==> src/design/lqs_pkg.sv <==
`timescale 1ns / 1ps
// ----------------------------------------------------------------------------
// lqs_pkg - shared types and constants of the link quality sampler
// Beat types, register indexes, reset values and divider handshake structs.
// ----------------------------------------------------------------------------
package lqs_pkg;

  // time width default
  localparam int TIME_BITS_DEF = 32;

  // configuration port
  localparam int CFG_W = 16;
  localparam int IDX_W = 3;

  localparam logic [IDX_W-1:0] REG_SAMPLE_PERIOD   = 3'd0;
  localparam logic [IDX_W-1:0] REG_STALE_PERIOD    = 3'd1;
  localparam logic [IDX_W-1:0] REG_DEFAULT_FEC_K   = 3'd2;
  localparam logic [IDX_W-1:0] REG_DEFAULT_FEC_N   = 3'd3;
  localparam logic [IDX_W-1:0] REG_BACKJUMP_MARGIN = 3'd4;

  // register reset values
  localparam logic [15:0] SAMPLE_PERIOD_RST   = 16'd300;
  localparam logic [15:0] STALE_PERIOD_RST    = 16'd2000;
  localparam logic [7:0]  DEFAULT_FEC_K_RST   = 8'd6;
  localparam logic [7:0]  DEFAULT_FEC_N_RST   = 8'd12;
  localparam logic [15:0] BACKJUMP_MARGIN_RST = 16'd64;

  // q1.15 unity
  localparam logic [15:0] Q_ONE = 16'd32768;

  // shared divider widths
  localparam int DIV_DEND_W = 32;
  localparam int DIV_SOR_W  = 40;
  localparam int DIV_CNT_W  = $clog2(DIV_DEND_W + 1);

  typedef struct packed {
    logic [31:0] now_ms;
    logic [7:0]  fec_k_in;
    logic [7:0]  fec_n_in;
    logic [15:0] received_count;
    logic [31:0] last_packet_index;
    logic        stats_present;
    logic [15:0] sent_rate;
    logic [15:0] arrived_rate;
  } item_t;

  typedef struct packed {
    logic [15:0] video_quality;
    logic [15:0] rc_quality;
  } result_t;

  typedef struct packed {
    logic                  start;
    logic [DIV_DEND_W-1:0] dividend;
    logic [DIV_SOR_W-1:0]  divisor;
  } div_req_t;

  typedef struct packed {
    logic                  busy;
    logic                  done;
    logic [DIV_DEND_W-1:0] quotient;
  } div_rsp_t;

  // truncated quotient clamped to unity
  function automatic logic [15:0] clamp_q15(input logic [DIV_DEND_W-1:0] q);
    logic [15:0] r;
    if (q > DIV_DEND_W'(Q_ONE)) begin
      r = Q_ONE;
    end else begin
      r = q[15:0];
    end
    return r;
  endfunction

endpackage

==> src/design/lqs_div.sv <==
`timescale 1ns / 1ps
// ----------------------------------------------------------------------------
// lqs_div - shared restoring divider
// One quotient bit per cycle; a start pulse loads operands, done pulses once.
// ----------------------------------------------------------------------------
module lqs_div
  import lqs_pkg::*;
(
  input  logic     clk,
  input  logic     rst,
  input  div_req_t req,
  output div_rsp_t rsp
);

  logic [DIV_SOR_W-1:0]  rem;
  logic [DIV_DEND_W-1:0] quo;
  logic [DIV_CNT_W-1:0]  cnt;
  logic                  busy;
  logic                  done;
  logic [DIV_SOR_W:0]    trial;

  // shift in the next dividend bit
  assign trial = {rem, quo[DIV_DEND_W-1]};

  // iteration
  always_ff @(posedge clk) begin
    if (rst) begin
      busy <= 1'b0;
      done <= 1'b0;
      cnt  <= '0;
    end else begin
      done <= 1'b0;
      if (busy) begin
        if (trial >= {1'b0, req.divisor}) begin
          rem <= DIV_SOR_W'(trial - {1'b0, req.divisor});
          quo <= {quo[DIV_DEND_W-2:0], 1'b1};
        end else begin
          rem <= trial[DIV_SOR_W-1:0];
          quo <= {quo[DIV_DEND_W-2:0], 1'b0};
        end
        cnt <= cnt - 1'b1;
        if (cnt == DIV_CNT_W'(1)) begin
          busy <= 1'b0;
          done <= 1'b1;
        end
      end else if (req.start) begin
        rem  <= '0;
        quo  <= req.dividend;
        cnt  <= DIV_CNT_W'(DIV_DEND_W);
        busy <= 1'b1;
      end
    end
  end

  assign rsp.busy     = busy;
  assign rsp.done     = done;
  assign rsp.quotient = quo;

endmodule

==> src/design/link_quality_sampler.sv <==
`timescale 1ns / 1ps
// ----------------------------------------------------------------------------
// link_quality_sampler - video and rc link quality sampler
// Tracks the fec block window and samples delivery ratios in q1.15.
// ----------------------------------------------------------------------------
// One update beat gives one result beat with the current video and rc
// qualities (q1.15, 32768 is 1.0). The block takes one update at a time: it
// drops item_ready after an accepted beat and raises it again once the result
// sits in the output register, so a waiting result does not hold off the next
// update. With the output register free, the time from one accept to the next
// possible accept is set by the one shared restoring divider, which loads its
// operands, steps through every dividend bit and hands over the quotient: it
// runs for the block index when n is nonzero, for the video ratio when a
// sample is due (after a registered blocks-times-n multiply), and for the rc
// ratio when an rc sample is due and packets were sent. Configuration writes
// take effect at once and are meant to happen while no update is in flight.
module link_quality_sampler
  import lqs_pkg::*;
#(
  parameter int TIME_BITS = TIME_BITS_DEF
) (
  input  logic             clk,
  input  logic             rst,
  input  logic             cfg_we,
  input  logic [IDX_W-1:0] cfg_index,
  input  logic [CFG_W-1:0] cfg_data,
  input  logic             item_valid,
  output logic             item_ready,
  input  item_t            item,
  output logic             result_valid,
  input  logic             result_ready,
  output result_t          result
);

  typedef logic [TIME_BITS-1:0] tm_t;

  typedef enum logic [3:0] {
    S_IDLE,
    S_BDIV,
    S_VIDEO,
    S_MUL,
    S_VGO,
    S_VDIV,
    S_RC,
    S_RDIV,
    S_FINISH
  } state_t;

  // configuration registers
  logic [15:0] sample_period;
  logic [15:0] stale_period;
  logic [7:0]  default_fec_k;
  logic [7:0]  default_fec_n;
  logic [15:0] backjump_margin;

  // tracking state
  logic        video_started;
  logic [7:0]  active_fec_k;
  logic [7:0]  active_fec_n;
  logic [15:0] window_start_count;
  logic [15:0] last_seen_count;
  logic [31:0] window_start_block;
  logic [31:0] highest_block;
  tm_t         last_video_sample_time;
  tm_t         last_video_data_time;
  tm_t         last_rc_sample_time;
  logic [15:0] video_quality_reg;
  logic [15:0] rc_quality_reg;

  // per-update working registers
  state_t      state;
  item_t       itm;
  logic [7:0]  eff_k;
  logic [7:0]  eff_n;
  logic [31:0] block;
  logic [31:0] completed_reg;
  logic [15:0] got_reg;
  logic [DIV_SOR_W-1:0] product;
  div_req_t    div_req;
  div_rsp_t    div_rsp;

  // combinational decisions
  logic [7:0]  k_in;
  logic [7:0]  n_in;
  tm_t         now_w;
  logic        fec_change;
  logic        rollover;
  logic        backjump;
  logic [31:0] high_new;
  logic        cnt_moved;
  tm_t         data_time_new;
  logic        stale_new;
  logic        stale_old;
  logic        video_due;
  logic        rc_due;
  logic [31:0] completed;
  logic [15:0] got;
  logic [15:0] rc_min;
  logic [DIV_SOR_W-1:0] prod_c;

  // configuration writes
  always_ff @(posedge clk) begin
    if (rst) begin
      sample_period   <= SAMPLE_PERIOD_RST;
      stale_period    <= STALE_PERIOD_RST;
      default_fec_k   <= DEFAULT_FEC_K_RST;
      default_fec_n   <= DEFAULT_FEC_N_RST;
      backjump_margin <= BACKJUMP_MARGIN_RST;
    end else if (cfg_we) begin
      unique case (cfg_index)
        REG_SAMPLE_PERIOD:   sample_period   <= cfg_data[15:0];
        REG_STALE_PERIOD:    stale_period    <= cfg_data[15:0];
        REG_DEFAULT_FEC_K:   default_fec_k   <= cfg_data[7:0];
        REG_DEFAULT_FEC_N:   default_fec_n   <= cfg_data[7:0];
        REG_BACKJUMP_MARGIN: backjump_margin <= cfg_data[15:0];
        default: ;
      endcase
    end
  end

  // effective fec pair of the incoming beat
  always_comb begin
    k_in = (item.fec_k_in != 8'd0) ? item.fec_k_in : default_fec_k;
    n_in = (item.fec_n_in >= k_in) ? item.fec_n_in : default_fec_n;
  end

  // video and rc decisions on the held beat
  always_comb begin
    now_w         = TIME_BITS'(itm.now_ms);
    fec_change    = !video_started || (eff_k != active_fec_k) || (eff_n != active_fec_n);
    rollover      = (itm.received_count == 16'd0) && (itm.last_packet_index == 32'd0) &&
                    (last_seen_count != 16'd0);
    backjump      = ({1'b0, block} + {17'd0, backjump_margin}) < {1'b0, highest_block};
    high_new      = (block > highest_block) ? block : highest_block;
    cnt_moved     = itm.received_count != last_seen_count;
    data_time_new = cnt_moved ? now_w : last_video_data_time;
    stale_new     = tm_t'(now_w - data_time_new) >= tm_t'(stale_period);
    stale_old     = tm_t'(now_w - last_video_data_time) >= tm_t'(stale_period);
    video_due     = tm_t'(now_w - last_video_sample_time) >= tm_t'(sample_period);
    rc_due        = tm_t'(now_w - last_rc_sample_time) >= tm_t'(sample_period);
    completed     = high_new - window_start_block;
    got           = itm.received_count - window_start_count;
    rc_min        = (itm.arrived_rate < itm.sent_rate) ? itm.arrived_rate : itm.sent_rate;
  end

  // expected packets: completed blocks times n
  assign prod_c = {8'd0, completed_reg} * {32'd0, eff_n};

  assign item_ready = (state == S_IDLE);

  // sequencer
  always_ff @(posedge clk) begin
    if (rst) begin
      state                  <= S_IDLE;
      result_valid           <= 1'b0;
      div_req.start          <= 1'b0;
      video_started          <= 1'b0;
      active_fec_k           <= '0;
      active_fec_n           <= '0;
      window_start_count     <= '0;
      last_seen_count        <= '0;
      window_start_block     <= '0;
      highest_block          <= '0;
      last_video_sample_time <= '0;
      last_video_data_time   <= '0;
      last_rc_sample_time    <= '0;
      video_quality_reg      <= '0;
      rc_quality_reg         <= '0;
    end else begin
      div_req.start <= 1'b0;
      if (result_valid && result_ready) begin
        result_valid <= 1'b0;
      end
      unique case (state)
        // take an update beat and, when n is nonzero, start the block index division
        S_IDLE: begin
          if (item_valid) begin
            itm   <= item;
            eff_k <= k_in;
            eff_n <= n_in;
            if (n_in != 8'd0) begin
              div_req.start    <= 1'b1;
              div_req.dividend <= item.last_packet_index;
              div_req.divisor  <= DIV_SOR_W'(n_in);
              state            <= S_BDIV;
            end else begin
              block <= '0;
              state <= S_VIDEO;
            end
          end
        end
        S_BDIV: begin
          if (div_rsp.done) begin
            block <= div_rsp.quotient;
            state <= S_VIDEO;
          end
        end
        // window tracking; a rollover glitch takes priority over a back-jump
        S_VIDEO: begin
          state <= S_RC;
          if (fec_change || (backjump && !rollover)) begin
            window_start_count     <= itm.received_count;
            last_seen_count        <= itm.received_count;
            window_start_block     <= block;
            highest_block          <= block;
            active_fec_k           <= eff_k;
            active_fec_n           <= eff_n;
            last_video_sample_time <= now_w;
            last_video_data_time   <= now_w;
            video_started          <= 1'b1;
            if (!fec_change) begin
              video_quality_reg <= '0;
            end
          end else if (rollover) begin
            if (stale_old) begin
              video_quality_reg <= '0;
            end
          end else begin
            highest_block <= high_new;
            if (cnt_moved) begin
              last_seen_count      <= itm.received_count;
              last_video_data_time <= now_w;
            end
            if (stale_new) begin
              video_quality_reg <= '0;
            end
            if (video_due && (completed != 32'd0)) begin
              completed_reg          <= completed;
              got_reg                <= got;
              window_start_count     <= itm.received_count;
              window_start_block     <= high_new;
              last_video_sample_time <= now_w;
              state                  <= S_MUL;
            end
          end
        end
        S_MUL: begin
          product <= prod_c;
          state   <= S_VGO;
        end
        S_VGO: begin
          div_req.start    <= 1'b1;
          div_req.dividend <= {1'b0, got_reg, 15'd0};
          div_req.divisor  <= product;
          state            <= S_VDIV;
        end
        S_VDIV: begin
          if (div_rsp.done) begin
            video_quality_reg <= clamp_q15(div_rsp.quotient);
            state             <= S_RC;
          end
        end
        // rc sampling
        S_RC: begin
          state <= S_FINISH;
          if (!itm.stats_present) begin
            rc_quality_reg <= '0;
          end else if (rc_due) begin
            last_rc_sample_time <= now_w;
            if (itm.sent_rate == 16'd0) begin
              rc_quality_reg <= Q_ONE;
            end else begin
              div_req.start    <= 1'b1;
              div_req.dividend <= {1'b0, rc_min, 15'd0};
              div_req.divisor  <= DIV_SOR_W'(itm.sent_rate);
              state            <= S_RDIV;
            end
          end
        end
        S_RDIV: begin
          if (div_rsp.done) begin
            rc_quality_reg <= clamp_q15(div_rsp.quotient);
            state          <= S_FINISH;
          end
        end
        // load the output register once it is free
        S_FINISH: begin
          if (!result_valid || result_ready) begin
            result.video_quality <= video_quality_reg;
            result.rc_quality    <= rc_quality_reg;
            result_valid         <= 1'b1;
            state                <= S_IDLE;
          end
        end
        default: state <= S_IDLE;
      endcase
    end
  end

  lqs_div u_div (
    .clk (clk),
    .rst (rst),
    .req (div_req),
    .rsp (div_rsp)
  );

  // checks
  a_quality_range: assert property (@(posedge clk) disable iff (rst)
    result_valid |-> (result.video_quality <= Q_ONE) && (result.rc_quality <= Q_ONE))
    else $error("quality above unity");

  a_busy_after_accept: assert property (@(posedge clk) disable iff (rst)
    (item_valid && item_ready) |=> !item_ready)
    else $error("ready while an update is in flight");

  a_done_expected: assert property (@(posedge clk) disable iff (rst)
    div_rsp.done |-> (state == S_BDIV) || (state == S_VDIV) || (state == S_RDIV))
    else $error("divider done with no division pending");

  a_start_idle_div: assert property (@(posedge clk) disable iff (rst)
    div_req.start |-> !div_rsp.busy)
    else $error("divider started while busy");

endmodule
==> config.mk <==
export PLATFORM = sky130hd
export DESIGN_NAME = link_quality_sampler
export DESIGN_NICKNAME = d
export VERILOG_FILES = /design/src/design/lqs_pkg.sv /design/src/design/lqs_div.sv /design/src/design/link_quality_sampler.sv
export SDC_FILE = /design/constraint.sdc
export NUM_CORES = 2
export LEC_CHECK = 0
export ABC_AREA = 1
export BUFFER_PORTS_ARGS = -buffer_cell sky130_fd_sc_hd__buf_4
export CAP_MARGIN = 20
export CORE_MARGIN = 5
export CORE_UTILIZATION = 35
export CTS_BUF_LIST = sky130_fd_sc_hd__clkbuf_4 sky130_fd_sc_hd__clkbuf_8 sky130_fd_sc_hd__clkbuf_16
export DETAILED_ROUTE_END_ITERATION = 10
export GPL_TIMING_DRIVEN = 0
export HOLD_SLACK_MARGIN = 0.1
export SLEW_MARGIN = 20
export SYNTH_ARGS = -nofsm -noshare
export SYNTH_HDL_FRONTEND = slang
export SYNTH_HIERARCHICAL = 1
export SYNTH_SLANG_ARGS = --single-unit
export TNS_END_PERCENT = 50
==> constraint.sdc <==
create_clock -name clk -period 8.7 [get_ports clk]
set_input_delay 1.305 -clock clk [delete_from_list [all_inputs] [get_ports clk]]
set_output_delay 1.305 -clock clk [all_outputs]
set_load 0.02 [all_outputs]
---- Yosys cells after proc, flatten, opt, wreduce, memory -nomap -nowiden ----
Index checks and enable logic that the tools add are counted.
word-level totals
  bits in registers ....................... 744
  input bits .............................. 153
  output and inout bits ................... 34
  logic and storage cells ................. 217
operators by class
  add/subtract/negate cells ............... 9
  multiply operators ...................... 1
  magnitude comparators ................... 10
  equality and inequality tests ........... 32
  muxes and demuxes ....................... 71
  bitwise gates (word level) .............. 4
  reductions and logical operators ........ 49
operators by type and width
  kind                                                  number
  two-way mux 32 bit                                    17
  two-way mux 73 bit                                    5
  two-way mux 16 bit                                    17
  one-hot mux 73 bit (3 select lines)                   1
  subtractor 32 bit                                     5
  greater-or-equal comparator 32 x 16 -> 1 bit          4
  two-way mux 40 bit                                    3
  one-hot mux 16 bit (2 select lines)                   2
  one-hot mux 32 bit (2 select lines)                   1
  greater-or-equal comparator 41 x 40 -> 1 bit          1
  multiplier 32 x 8 -> 40 bit                           1
  subtractor 40 bit                                     1
  one-hot mux 4 bit (9 select lines)                    1
  adder 32 x 16 -> 33 bit                               1
  < comparator 33 x 32 -> 1 bit                         1
  > comparator 32 x 16 -> 1 bit, second input constant  1
  > comparator 32 bit                                   1
  logical NOT 16 bit                                    2
  logical NOT 32 bit                                    1
  two-way mux 4 bit                                     8
  nonzero test 32 bit                                   1
  AND reduction 5 bit                                   4
  AND reduction 2 bit                                   9
  equality test 4 x 3 -> 1 bit, second input constant   4
  other kinds (36)                                      84

---- Logic depth before layout (Yosys ltp) ----
  depth in word-level cells ............... 9
  mapped depth ............................ 43
  mapped depth without buffers ............ 41

---- Hierarchy ----
Netlist, hierarchy kept.
by module, submodules not included
  module                instances  cells each  area an instance (um^2)  seq. area each (um^2)
  link_quality_sampler  1          6632        49862.8                  16826.1
  lqs_div               1          1080        6947.9                   2322.2

---- Worst setup path after synthesis ----
Ideal clock, no wire load.
  kind .................................... input -> register
  from .................................... input item[93] in the netlist's numbering
  to ...................................... register div_req[0] in the netlist's numbering, enable pin
  setup time .............................. 545 ps
  arrival ................................. 7228 ps
  required time ........................... 8155 ps
  setup slack ............................. 927 ps
  stages .................................. 14
  path buffers ............................ 1
  cells stage by stage .................... nor4_1 > nand3_1 > inv_1 > a21oi_1 > ha_1 > a21oi_1 > o21a_1 > nand3_1 > buf_2 > o21ai_0 > nor4_1 > nand2_1 > nand2_1 > a31oi_1
between the ends
  cells in the longest elaborated chain, start to end .. 7
RTL lines
  item                                        line                         RTL
  start, declared                             link_quality_sampler.sv:29   input item_t item,
  nonzero test 8 bit                          link_quality_sampler.sv:123  k_in = (item.fec_k_in != 8'd0) ? item.fec_k_in : default_fec_k;
  two-way mux 8 bit *                         link_quality_sampler.sv:123
  greater-or-equal comparator 8 bit *         link_quality_sampler.sv:124  n_in = (item.fec_n_in >= k_in) ? item.fec_n_in : default_fec_n;
  two-way mux 8 bit *                         link_quality_sampler.sv:124
  net n_in[7]                                 link_quality_sampler.sv:84   logic [7:0] n_in;
  nonzero test 8 bit *                        link_quality_sampler.sv:181  if (n_in != 8'd0) begin
  inequality test 2 x 1 -> 1 bit (no line) *  --
  AND reduction 7 bit (no line) *             --
  end, declared                               link_quality_sampler.sv:79   div_req_t div_req;
The timed path passes the listed nets; every way through them passes the cells marked *.
A chain may end at the register's enable or synchronous reset.

---- Final worst setup path ----
  from .................................... register itm[65] in the netlist's numbering
  to ...................................... register video_quality_reg[14]
between the ends
  cells in the longest elaborated chain, start to end .. 8
RTL lines
  item                                                       line                         RTL
  start, declared                                            link_quality_sampler.sv:72   item_t itm;
  start signal, assigned                                     link_quality_sampler.sv:178  itm <= item;
  branches (longest 8 deep; another with subtractor 32 bit)  --
  end signal, assigned                                       link_quality_sampler.sv:249  video_quality_reg <= clamp_q15(div_rsp.quotient);
  end, declared                                              link_quality_sampler.sv:67   logic [15:0] video_quality_reg;
Several ways; the timed one is not identified.

==> qor.yml <==
die_y_um: 413
min_path_type: "reg2reg"
row_count: 147
synthCells: 7711
largest_registers: "itm x81, div_req x73"
ir_worst_vdd_mv: 0.208
grt_antenna_before_repair: 3
layout.nets: 8788
leakage_uw: 0.0303
setup_slack_ns: 1.16
path_clk_slew_ns: 0.06
fmax_mhz: 133
switching_power_uw: 9590
cts_setup_buffers: 0
grt_setup_unrepaired: "false"
cp_data_arrival_time_ns: 8.16
clk_latency_ns: 0.73
p_seq_share_pct: 25.1
largest_register_ffs: 81
ctsResizeCount: 0
layout-drive-gt1-share_pct: 7.04
end_kind: "flop"
clock_path_buffers: 3
wl_per_cell_um: 18.3
root_buffer: "clkbuf_16"
start_kind: "flop"
routabilityCongestion: 0.988
yosysWarnings: 6
p_per_area_nw_per_um2: 317
slew_viol_final: 0
io_pins: 187
cts_tree: "done"
grt_max_degree: 29
core_um2: 161000
crit_slowest_cell: "edfxtp_1"
top_register: "itm"
outcome: "finished, final reports clean"
synthToLayoutAreaGrowth_pct: 13.4
place_inst: 10080
start_util_pct: 35.3
intPower_uw: 10800
layout.cells.non_filler: 10241
syn-num-nets: 8490
wl_um: 187000
reg2reg_slack_ns: 1.16
num-fill-cells: 16672
syn_area_um2: 56800
avgSynthCellArea_um2: 7.37
min_period_ns: 7.54
dpl.hpwl_um: 154000
final-hold-violation-count: 0
cap_violations: 0
drc: 0
ant_nets: 0
crit_path_frequent_cell: "nand2_1"
period_share_pct: 86.6
slew_headroom_pct: 19.2
vias: 51451
rr_worst_depth: 35
fp.dieArea_um2: 170000
p_sw_share_pct: 47.0
r2r-end: "video_quality_reg[14]$_SDFFE_PP0P_"
setup_viol: 0
path_max_fanout: 10
clockPowerShare_pct: 18.7
htreeDepth: 3
whs_ns: 0.432
clock_sinks: 744
cp.required_ns: 9.32
first_pass_iters: 6
postCtsHoldBufs: 0
holdPathStages: 0
skew_ns: 0.0561
globalRouteOverflowTotal: 0
drt-initial-drc-count: 4311
power_frac_comb_pct: 56.2
die_w_um: 413
hp-start: "rc_quality_reg[10]$_SDFFE_PP0P_"
numCtsBuffers: 87
grt_pass1_wl_um: 285000
critPathKind: "reg2reg"
grt_pass1_vias: 49441
io_buffers: 186
cpPeakStageDelay_ns: 0.57
hold_end: "result[10]$_DFFE_PP_"
avgViaCountPerCell: 5.02
worst_slew_pin_slew_ns: 1.20
rr_startpoint: "itm[65]$_DFFE_PP_"
pre_cts_slack_ns: 1.42
grt_use_total_pct: 21.5
how the worst max path moves through the flow:
| stage | start | endpoint | slack, ns | cells after the start |
|---|---|---|---|---|
| 6_report | itm[65]$_DFFE_PP_ | video_quality_reg[14]$_SDFFE_PP0P_ | 1.16 | 35 |
| 5_1_grt | itm[65]$_DFFE_PP_ | video_quality_reg[14]$_SDFFE_PP0P_ | 0.83 | 35 |
| 4_1_cts | itm[65]$_DFFE_PP_ | video_quality_reg[13]$_SDFFE_PP0P_ | 1.41 | 35 |
| 3_5_place_dp | itm[65]$_DFFE_PP_ | video_quality_reg[13]$_SDFFE_PP0P_ | 1.42 | 35 |
| 3_3_place_gp | rst | now_w[29]$_DFFE_PP_ | -3.23 | 4 |
| 2_1_floorplan | item[93] | div_req[0]$_DFFE_PP_ | 0.93 | 14 |
layout by cell type (no fill, tap or decap), types with 12 or more instances in the layout:
cell type / n
clkbuf_2: 30
xor2_1: 151
a21o_1: 21
nor4_1: 17
nor2_1: 796
o21ai_1: 31
xnor2_1: 40
nand3_1: 265
buf_4: 195
clkbuf_1: 123
fa_1: 188
nand4_1: 111
nor2_2: 52
o211ai_1: 79
inv_2: 12
o21ai_0: 462
o21a_1: 29
a21boi_0: 12
a21oi_1: 498
clkbuf_16: 88
dfxtp_1: 319
clkbuf_4: 13
nand3b_1: 32
a31oi_1: 18
clkinv_1: 17
and2_1: 12
edfxtp_1: 425
a211oi_1: 13
inv_1: 1330
nor3_1: 91
o21bai_1: 17
nand2_2: 16
nand2_1: 1938
ha_1: 438
buf_2: 37
clkinv_2: 16
worst max-delay path, delay by kind of cell, from the launching register on:
kind / cells / cell delay, ns
flip-flops: 1 / 0.57
buffers and inverters: 3 / 0.78
adder cells (fa/ha/maj): 2 / 0.66
XOR/XNOR: 1 / 0.30
AND/OR/NAND/NOR: 25 / 3.61
AO/OA/AOI/OAI: 4 / 1.47
per-stage QoR:
step	setup TNS, ns	utilization (%)	instance area (µm²)	power (µW)
3_3_place_gp	-654.94	37.8	60900	16400
2_1_floorplan	0	-	56800	13200
6_report	0	40.0	64400	20400
5_1_grt	0	40.0	64400	22200
4_1_cts	0	40.0	64400	20400
3_5_place_dp	0	38.2	61400	16500
power by group through the flow:
stage | combinational (µW) | clock (µW) | sequential, µW
6_report | 11500 | 3820 | 5120
5_1_grt | 13000 | 4030 | 5170
4_1_cts | 11400 | 3890 | 5120
3_5_place_dp | 11300 | 0 | 5180
3_3_place_gp | 11100 | 0 | 5260
2_1_floorplan | 8180 | 0 | 5050
per-layer routing:
metal | global-route usage [%] | up-vias | wire length, µm
li1 | - | 25376 | -
met1 | 28.7 | 24183 | 83100
met2 | 35.5 | 1598 | 84800
met3 | 3.61 | 292 | 12800
met4 | 6.67 | 2 | 6230
met5 | 0 | - | 11
area by class of cell:
| cell class | instances | area (µm²) | area share [%] |
|---|---|---|---|
| diodes | 2 | 5.00 | 0.00777 |
| clock buffers | 101 | 2300 | 3.57 |
| plain buffers | 214 | 1020 | 1.59 |
| well taps | 2160 | 2700 | 4.20 |
| clock inverters | 58 | 661 | 1.03 |
| flip-flops and latches | 744 | 19100 | 29.7 |
| multi-input cells | 5404 | 31600 | 49.1 |
| repair buffers | 209 | 1850 | 2.87 |
| inverters | 1349 | 5070 | 7.87 |
No activity file was read; power rests on OpenSTA's default activity.
